[config.mk]
export PLATFORM = sky130hd
export DESIGN_NAME = sequence_state_hash_256
export DESIGN_NICKNAME = d
export VERILOG_FILES = /design/src/hw/rtl/ssh_pkg.sv /design/src/hw/rtl/ssh_lane_unit.sv /design/src/hw/rtl/sequence_state_hash_256.sv
export SDC_FILE = /design/constraint.sdc
export NUM_CORES = 1
export LEC_CHECK = 0
export ABC_AREA = 1
export BUFFER_PORTS_ARGS = -buffer_cell sky130_fd_sc_hd__buf_2
export CAP_MARGIN = 5
export CORE_MARGIN = 3
export CORE_UTILIZATION = 59
export DETAILED_ROUTE_END_ITERATION = 10
export GPL_ROUTABILITY_DRIVEN = 0
export PLACE_DENSITY = 0.81
export RECOVER_POWER = 100
export SLEW_MARGIN = 20
export SYNTH_ARGS = -nofsm -noshare
export SYNTH_HDL_FRONTEND = slang
export SYNTH_SLANG_ARGS = --single-unit
[constraint.sdc]
create_clock -name clock -period 15.8 [get_ports clock]
set_clock_uncertainty 0.15 [all_clocks]
set_input_delay 2.37 -clock clock [delete_from_list [all_inputs] [get_ports clock]]
set_output_delay 2.37 -clock clock [all_outputs]
set_load 0.01 [all_outputs]
[src/hw/rtl/ssh_pkg.sv]
// Shared constants, types and helper functions for the 256-bit sequence state hash.
// No dependencies; imported by ssh_lane_unit, sequence_state_hash_256 and the testbench.
package ssh_pkg;

   localparam int LANE_COUNT = 8;
   localparam int LANE_IDX_W = 3;
   localparam int WORD_W     = 32;
   localparam int ROT_W      = 5;

   localparam logic [WORD_W-1:0] CARRY_SEED = 32'h9e37_79b9;
   localparam logic [WORD_W-1:0] MIX_STEP   = 32'h7f4a_7c15;
   localparam logic [ROT_W-1:0]  CARRY_ROT  = 5'd7;

   localparam logic [0:0] CMD_RESTART = 1'b0;
   localparam logic [0:0] CMD_ABSORB  = 1'b1;

   // Initial vector, lane 0 first
   localparam logic [WORD_W-1:0] INIT_VECTOR [LANE_COUNT] = '{
      32'h243f_6a88, 32'h85a3_08d3, 32'h1319_8a2e, 32'h0370_7344,
      32'ha409_3822, 32'h299f_31d0, 32'h082e_fa98, 32'hec4e_6c89
   };

   // Control for one lane step of the shared unit
   typedef struct packed {
      logic [LANE_IDX_W-1:0] lane_idx;
      logic [ROT_W-1:0]      rot_amt;
   } step_ctl_type;

   // Rotate left by 0..31
   function automatic logic [WORD_W-1:0] rot_left(input logic [WORD_W-1:0] v,
                                                  input logic [ROT_W-1:0]  s);
      logic [2*WORD_W-1:0] t;
      t = {v, v} << s;
      return t[2*WORD_W-1:WORD_W];
   endfunction

   // Per-lane mix offset: MIX_STEP * (lane + 1), modulo 2^32 (constant table)
   function automatic logic [WORD_W-1:0] mix_offset(input logic [LANE_IDX_W-1:0] idx);
      logic [WORD_W-1:0] k;
      k = {{(WORD_W-LANE_IDX_W){1'b0}}, idx} + 32'd1;
      return MIX_STEP * k;
   endfunction

endpackage

[src/hw/rtl/ssh_lane_unit.sv]
// Shared lane update datapath: one lane and the carry word per use.
// Depends on ssh_pkg (rot_left, mix_offset, step_ctl_type).
module ssh_lane_unit
   import ssh_pkg::*;
(
   input  step_ctl_type      ctl,
   input  logic [WORD_W-1:0] lane_val,
   input  logic [WORD_W-1:0] follow_val,
   input  logic [WORD_W-1:0] carry_val,
   output logic [WORD_W-1:0] lane_new,
   output logic [WORD_W-1:0] carry_new
);

   logic [WORD_W-1:0] mix;
   logic [WORD_W-1:0] rotated;

   // Mix, rotate, then add the following lane
   always_comb begin
      mix       = carry_val + mix_offset(ctl.lane_idx);
      rotated   = rot_left(lane_val ^ mix, ctl.rot_amt);
      lane_new  = rotated + follow_val;
      carry_new = lane_new ^ rot_left(carry_val, CARRY_ROT);
   end

endmodule

[src/hw/rtl/sequence_state_hash_256.sv]
// Top level of the 256-bit sequence state hash: lane store, sequencer, output register.
// Depends on ssh_pkg and ssh_lane_unit.
//
// Usage:
//   Input channel req_*: req_cmd selects restart (0) or absorb (1); req_symbol is the
//   32-bit symbol. A transaction is taken when req_valid is high and req_stall low.
//   Result channel rsp_*: rsp_word0..rsp_word7 carry all eight lanes after the item;
//   a transaction completes when rsp_valid is high and rsp_stall low.
//   Sequencing: an absorb walks the eight lanes through one shared lane unit, one
//   lane per cycle, then hands the lanes to the output register; a restart loads
//   the initial vector and goes straight to the hand-off step. No new item is
//   taken until the hand-off is done.
//   The output register parts the channels: a new item is taken while a result
//   waits; when the receiver stalls, the finished item holds in its last step until
//   the output register frees.
//   Reset (synchronous, active high) loads the initial vector and empties the
//   output register.
module sequence_state_hash_256
   import ssh_pkg::*;
(
   input  logic              clock,
   input  logic              reset,
   input  logic              req_valid,
   output logic              req_stall,
   input  logic [0:0]        req_cmd,
   input  logic [WORD_W-1:0] req_symbol,
   output logic              rsp_valid,
   input  logic              rsp_stall,
   output logic [WORD_W-1:0] rsp_word0,
   output logic [WORD_W-1:0] rsp_word1,
   output logic [WORD_W-1:0] rsp_word2,
   output logic [WORD_W-1:0] rsp_word3,
   output logic [WORD_W-1:0] rsp_word4,
   output logic [WORD_W-1:0] rsp_word5,
   output logic [WORD_W-1:0] rsp_word6,
   output logic [WORD_W-1:0] rsp_word7
);

   localparam logic [1:0] ST_IDLE = 2'd0;
   localparam logic [1:0] ST_RUN  = 2'd1;
   localparam logic [1:0] ST_WAIT = 2'd2;

   logic [1:0]            state_ff, state_in;
   logic [LANE_IDX_W-1:0] idx_ff, idx_in;
   logic [WORD_W-1:0]     carry_ff, carry_in;
   logic [ROT_W-1:0]      sym_ff, sym_in;
   logic [WORD_W-1:0]     lanes_ff [LANE_COUNT];
   logic [WORD_W-1:0]     lanes_in [LANE_COUNT];
   logic                  rsp_valid_ff, rsp_valid_in;
   logic [WORD_W-1:0]     out_ff [LANE_COUNT];
   logic                  out_load;

   step_ctl_type      ctl;
   logic [WORD_W-1:0] lane_new;
   logic [WORD_W-1:0] carry_new;
   logic              req_take;
   logic              out_free;

   assign req_stall = (state_ff != ST_IDLE);
   assign req_take  = req_valid && !req_stall;
   assign out_free  = !rsp_valid_ff || !rsp_stall;

   // Rotation amount (5*lane + symbol) mod 32, 5-bit wrap
   assign ctl.lane_idx = idx_ff;
   assign ctl.rot_amt  = {idx_ff, 2'b00} + {2'b00, idx_ff} + sym_ff;

   // Lane under work sits at position 0, its follower at position 1
   ssh_lane_unit u_lane (
      .ctl        (ctl),
      .lane_val   (lanes_ff[0]),
      .follow_val (lanes_ff[1]),
      .carry_val  (carry_ff),
      .lane_new   (lane_new),
      .carry_new  (carry_new)
   );

   // Sequencer: accept, walk eight lanes (absorb only), hand off to output register
   always_comb begin
      state_in     = state_ff;
      idx_in       = idx_ff;
      carry_in     = carry_ff;
      sym_in       = sym_ff;
      lanes_in     = lanes_ff;
      out_load     = 1'b0;
      rsp_valid_in = rsp_valid_ff && rsp_stall;
      case (state_ff)
         ST_IDLE: begin
            if (req_take) begin
               if (req_cmd == CMD_ABSORB) begin
                  idx_in   = '0;
                  carry_in = req_symbol ^ CARRY_SEED;
                  sym_in   = req_symbol[ROT_W-1:0];
                  state_in = ST_RUN;
               end else begin
                  lanes_in = INIT_VECTOR;
                  state_in = ST_WAIT;
               end
            end
         end
         ST_RUN: begin
            // Shift lanes down, append the updated lane; eight steps restore order
            for (int k = 0; k < LANE_COUNT - 1; k++) begin
               lanes_in[k] = lanes_ff[k+1];
            end
            lanes_in[LANE_COUNT-1] = lane_new;
            carry_in = carry_new;
            idx_in   = idx_ff + 1'b1;
            if (idx_ff == LANE_IDX_W'(LANE_COUNT - 1)) begin
               state_in = ST_WAIT;
            end
         end
         ST_WAIT: begin
            if (out_free) begin
               out_load     = 1'b1;
               rsp_valid_in = 1'b1;
               state_in     = ST_IDLE;
            end
         end
         default: begin
            state_in = ST_IDLE;
         end
      endcase
   end

   // Control and lane state
   always_ff @(posedge clock) begin
      if (reset) begin
         state_ff     <= ST_IDLE;
         idx_ff       <= '0;
         rsp_valid_ff <= 1'b0;
         lanes_ff     <= INIT_VECTOR;
      end else begin
         state_ff     <= state_in;
         idx_ff       <= idx_in;
         rsp_valid_ff <= rsp_valid_in;
         lanes_ff     <= lanes_in;
      end
   end

   // Working payload, no reset needed
   always_ff @(posedge clock) begin
      carry_ff <= carry_in;
      sym_ff   <= sym_in;
      if (out_load) begin
         out_ff <= lanes_ff;
      end
   end

   assign rsp_valid = rsp_valid_ff;
   assign rsp_word0 = out_ff[0];
   assign rsp_word1 = out_ff[1];
   assign rsp_word2 = out_ff[2];
   assign rsp_word3 = out_ff[3];
   assign rsp_word4 = out_ff[4];
   assign rsp_word5 = out_ff[5];
   assign rsp_word6 = out_ff[6];
   assign rsp_word7 = out_ff[7];

   // Checks on the sequencer
   a_run_advance: assert property (@(posedge clock) disable iff (reset)
      (state_ff == ST_RUN && idx_ff != LANE_IDX_W'(LANE_COUNT - 1))
         |=> (state_ff == ST_RUN && idx_ff == $past(idx_ff) + 1'b1))
      else $error("lane index did not advance during absorb");

   a_rsp_from_wait: assert property (@(posedge clock) disable iff (reset)
      $rose(rsp_valid_ff) |-> $past(state_ff) == ST_WAIT)
      else $error("result raised outside hand-off step");

   a_wait_holds: assert property (@(posedge clock) disable iff (reset)
      (state_ff == ST_WAIT && rsp_valid_ff && rsp_stall) |=> state_ff == ST_WAIT)
      else $error("finished item overwrote a stalled result");

   a_restart_direct: assert property (@(posedge clock) disable iff (reset)
      (req_take && req_cmd == CMD_RESTART) |=> state_ff == ST_WAIT)
      else $error("restart did not go straight to hand-off");

endmodule

==> results.py <==
metrics = {
    "status": {
        "status": "complete, but fails checks",
        "failed_checks": "capacitance limit, slew limit",
    },
    "detailed_routing": {
        "drtAntennaViolNets": 0,
        "vias": 22337,
        "drc": 0,
        "firstDrtPassIters": 6,
        "dr_wl_cell_um": 22.1,
        "dr.first_iter.drc_count": 3635,
        "wirelength_um": 81800,
        "route.detailed.vias_per_inst": 6.04,
    },
    "logic_synthesis": {
        "synthesis.area_per_instance_um2": 9.08,
        "post_synth_edffs": 293,
        "syn_nets": 3001,
        "proportion_of_synthesized_flip_flops_having_asynchronous_set_or_reset": 0,
        "yosysWarnings": 0,
        "postSynthRegisterBits": 555,
        "yosys.cell_types.count": 54,
        "netlist_area_um2": 25800,
        "post_synth_inst_count": 2842,
        "synth.yosys.seq_area_share": 0.544,
        "synth-main-ff-cell": "sky130_fd_sc_hd__edfxtp_1",
    },
    "floorplan": {
        "std_cell_rows": 75,
        "die_area_um2": 46300,
        "design.core.area_um2": 42600,
        "floorplan.die.width_um": 215,
        "initial_cell_density_of_the_core": 0.606,
        "i_o_pin_count": 295,
        "fp.dieH_um": 215,
    },
    "clocking": {
        "cts_setup_buffers": 0,
        "numCtsBuffers": 50,
        "htree_num_levels": 2,
        "cts-resized-gates": 0,
        "cts.hold.buffers_added": 0,
        "clk_tree_root_cell": "sky130_fd_sc_hd__clkbuf_16",
        "tritoncts_num_sinks": 555,
        "clk_latency_ns": 0.60,
        "max-clock-path-buffers": 3,
        "reg_clk_slew_reported_paths_ns": 0.06,
        "cts_tree": "yes",
    },
    "critical_path": {
        "required_ns": 15.73,
        "category_of_the_most_critical_setup_path": "in2reg",
        "worstPathCellList": "buf_2 > nand2_1 > inv_1 > nor2_1 > clkbuf_1 > clkbuf_1",
        "crit_slowest_cell": "sky130_fd_sc_hd__clkbuf_1",
        "r2r_setup_slack_ns": 6.69,
        "critPathBufInv": 4,
        "crit-reg2reg-capture": "carry_ff[24]",
        "arrival_ns": 9.25,
        "startpoint_of_the_worst_register_to_register_path": "idx_ff[0]",
        "critical_path.top_delay_family": "buffers and inverters",
        "timing.reg2reg.worst_path_depth": 40,
        "critPathLaunchType": "input port",
        "crit_path_largest_cell_delay_ns": 3.27,
        "path_common_cell": "sky130_fd_sc_hd__clkbuf_1",
        "setup.worst_path.end_class": "flop",
        "worstPathMaxFanout": 83,
    },
    "global_routing": {
        "grt_antenna_before_repair": 0,
        "globalRouteTotalUtil": 0.340,
        "global_route_wire_length_before_repair_um": 122000,
        "grt_remaining_overflow": 0,
        "first_global_vias": 20782,
        "grt_start_max_net_pins": 96,
    },
    "sta": {
        "maxClockFrequency_mhz": 107,
        "hold_viol_final": 0,
        "fin_crit_sh": 0.590,
        "period_needed_ns": 9.32,
        "rsz0062_at_grt": "false",
        "finalSetupViolations": 0,
        "worst_pin_slew_ns": 4.45,
        "maxSlewViolCount": 585,
        "fin_setup_tns_ns": 0,
        "timing.max_slew.rel_slack": -1.97,
    },
    "final_layout": {
        "antenna-diode-count": 0,
        "ff_latch_area_um2": 14000,
        "flow.area_growth_from_synthesis_pct": 12.6,
        "final.fill_count": 3409,
        "finish.net_count": 3240,
        "instances_no_fill": 3700,
        "multi_input_area_um2": 10400,
        "final_cell_area_um2": 29100,
        "drive_above_1_share": 0.0592,
    },
    "min_path": {
        "worst_hold_path.endpoint": "rsp_word5[28]",
        "hold_path_depth": 0,
        "path_type_of_the_worst_min_delay_path": "reg2reg",
        "hold_path.startpoint": "lanes_ff[92]",
    },
    "power": {
        "power-per-cell-area_nw_per_um2": 153,
        "report.power.total_uw": 4430,
        "total_leakage_power_uw": 0.0115,
        "worst_ir_drop_vdd_mv": 0.0975,
    },
    "placed_design": {
        "dp_hpwl_um": 59700,
        "input_output_buffers": 294,
        "dpl_cell_area_um2": 27700,
        "dpl.cell_count": 3605,
    },
    "run": {
        "number_of_maximum_capacitance_violations": 9,
    },
}
per-layer routing:
metal | wire length, µm | share of wire | GRT usage
met5 | 41 | 0.00050 | 0
met4 | 4280 | 0.052 | 0.158
met3 | 10900 | 0.13 | 0.0873
met2 | 35700 | 0.44 | 0.514
met1 | 30900 | 0.38 | 0.464
per-stage QoR:
stage | worst slack (ns) | hold slack [ns] | utilization
after floorplan | 1.74 | 0.275 | -
after global placement | 7.88 | 0.290 | 0.649
after detailed placement | 7.48 | 0.293 | 0.649
after CTS | 7.48 | 0.302 | 0.691
after global routing | 5.89 | 0.320 | 0.682
final | 6.48 | 0.311 | 0.682
registers in the layout, indices dropped and copies added (netlist names):
| signal | count |
|---|---|
| idx_ff | 3 |
| rsp_word3 | 32 |
| rsp_word2 | 32 |
| lanes_ff | 256 |
| sym_ff | 5 |
| carry_ff | 32 |
| rsp_word5 | 32 |
| rsp_word1 | 32 |
| state_ff | 2 |
| rsp_valid | 1 |
| rsp_word0 | 32 |
| rsp_word6 | 32 |
| rsp_word4 | 32 |
| rsp_word7 | 32 |
layout make-up:
cell class	count	area share
multi-input cells	1924	0.356
flip-flops and latches	555	0.483
repair buffers	312	0.0429
well taps	577	0.0248
clock inverters	26	0.0143
clock buffers	68	0.0472
inverters	238	0.0309
worst reg2reg max path: cells and delay by family (launching register included):
| family | cells | cell delay (ns) |
|---|---|---|
| AOI/OAI and AO/OA | 7 | 1.48 |
| xor gates and xnor gates | 2 | 0.49 |
| adders and majority gates | 6 | 2.46 |
| buffers and inverters | 6 | 0.84 |
| DFF | 1 | 0.56 |
| and+or+nand+nor | 19 | 2.88 |
logic make-up after synthesis:
group,Yosys count,synth area share
xor gates and xnor gates,80,0.0279
and+or+nand+nor,1276,0.211
DFF,555,0.544
muxes,3,0.00116
buffers and inverters,363,0.0538
adders and majority gates,122,0.0673
AOI/OAI and AO/OA,443,0.0949
worst max path at each step:
stage | slack [ns] | cells past startpoint | to | startpoint
after floorplan | 1.74 | 3 | rsp_word0[0] | rsp_stall
after global placement | 7.88 | 40 | carry_ff[27] | idx_ff[0]
after detailed placement | 7.48 | 40 | carry_ff[27] | idx_ff[0]
after CTS | 7.48 | 40 | carry_ff[27] | idx_ff[0]
after global routing | 5.89 | 6 | rsp_word0[11] | rsp_stall
final | 6.48 | 6 | rsp_word1[0] | rsp_stall
layout by cell type (no fill, tap or decap), types with 4 or more instances in the layout:
| cell | synthesis | final |
|---|---|---|
| sky130_fd_sc_hd__a21o_1 | 5 | 5 |
| sky130_fd_sc_hd__a21oi_1 | 229 | 229 |
| sky130_fd_sc_hd__a31oi_1 | 9 | 9 |
| sky130_fd_sc_hd__buf_2 | 8 | 31 |
| sky130_fd_sc_hd__buf_4 | 3 | 10 |
| sky130_fd_sc_hd__bufinv_16 | 0 | 10 |
| sky130_fd_sc_hd__clkbuf_1 | 101 | 285 |
| sky130_fd_sc_hd__clkbuf_16 | 0 | 51 |
| sky130_fd_sc_hd__clkinv_1 | 3 | 7 |
| sky130_fd_sc_hd__clkinv_2 | 0 | 8 |
| sky130_fd_sc_hd__dfxtp_1 | 262 | 262 |
| sky130_fd_sc_hd__edfxtp_1 | 293 | 293 |
| sky130_fd_sc_hd__fa_1 | 28 | 28 |
| sky130_fd_sc_hd__ha_1 | 94 | 94 |
| sky130_fd_sc_hd__inv_1 | 231 | 231 |
| sky130_fd_sc_hd__nand2_1 | 857 | 859 |
| sky130_fd_sc_hd__nand2_2 | 19 | 17 |
| sky130_fd_sc_hd__nand3_1 | 241 | 242 |
| sky130_fd_sc_hd__nand3_2 | 21 | 20 |
| sky130_fd_sc_hd__nand4_1 | 8 | 8 |
| sky130_fd_sc_hd__nor2_1 | 80 | 80 |
| sky130_fd_sc_hd__nor2_2 | 5 | 4 |
| sky130_fd_sc_hd__nor2_4 | 3 | 4 |
| sky130_fd_sc_hd__nor3_1 | 8 | 8 |
| sky130_fd_sc_hd__o211ai_1 | 8 | 9 |
| sky130_fd_sc_hd__o21a_1 | 5 | 5 |
| sky130_fd_sc_hd__o21ai_0 | 73 | 79 |
| sky130_fd_sc_hd__o22ai_1 | 92 | 92 |
| sky130_fd_sc_hd__or2_1 | 8 | 7 |
| sky130_fd_sc_hd__or2_2 | 14 | 14 |
| sky130_fd_sc_hd__xnor2_1 | 26 | 26 |
| sky130_fd_sc_hd__xor2_1 | 53 | 52 |
cell usage after synthesis, types with 19 or more instances:
cell / instances / share of area
sky130_fd_sc_hd__o22ai_1: 92 / 0.022
sky130_fd_sc_hd__xnor2_1: 26 / 0.0088
sky130_fd_sc_hd__xor2_1: 53 / 0.018
sky130_fd_sc_hd__clkbuf_1: 101 / 0.015
sky130_fd_sc_hd__nand3_2: 21 / 0.0081
sky130_fd_sc_hd__nor2_1: 80 / 0.012
sky130_fd_sc_hd__a21oi_1: 229 / 0.044
sky130_fd_sc_hd__o21ai_0: 73 / 0.014
sky130_fd_sc_hd__edfxtp_1: 293 / 0.34
sky130_fd_sc_hd__dfxtp_1: 262 / 0.20
sky130_fd_sc_hd__nand3_1: 241 / 0.047
sky130_fd_sc_hd__fa_1: 28 / 0.022
sky130_fd_sc_hd__nand2_1: 857 / 0.12
sky130_fd_sc_hd__nand2_2: 19 / 0.0046
sky130_fd_sc_hd__inv_1: 231 / 0.034
sky130_fd_sc_hd__ha_1: 94 / 0.046
power by group:
| part | internal [µW] | leakage [µW] | total (µW) | switching (µW) |
|---|---|---|---|---|
| Combinational | 433 | 0.00594 | 1430 | 995 |
| Sequential | 1620 | 0.00472 | 1690 | 72.7 |
| Clock | 776 | 0.000868 | 1310 | 536 |
| Total | 2830 | 0.0115 | 4430 | 1600 |
Power figures use the tool's default switching activity.
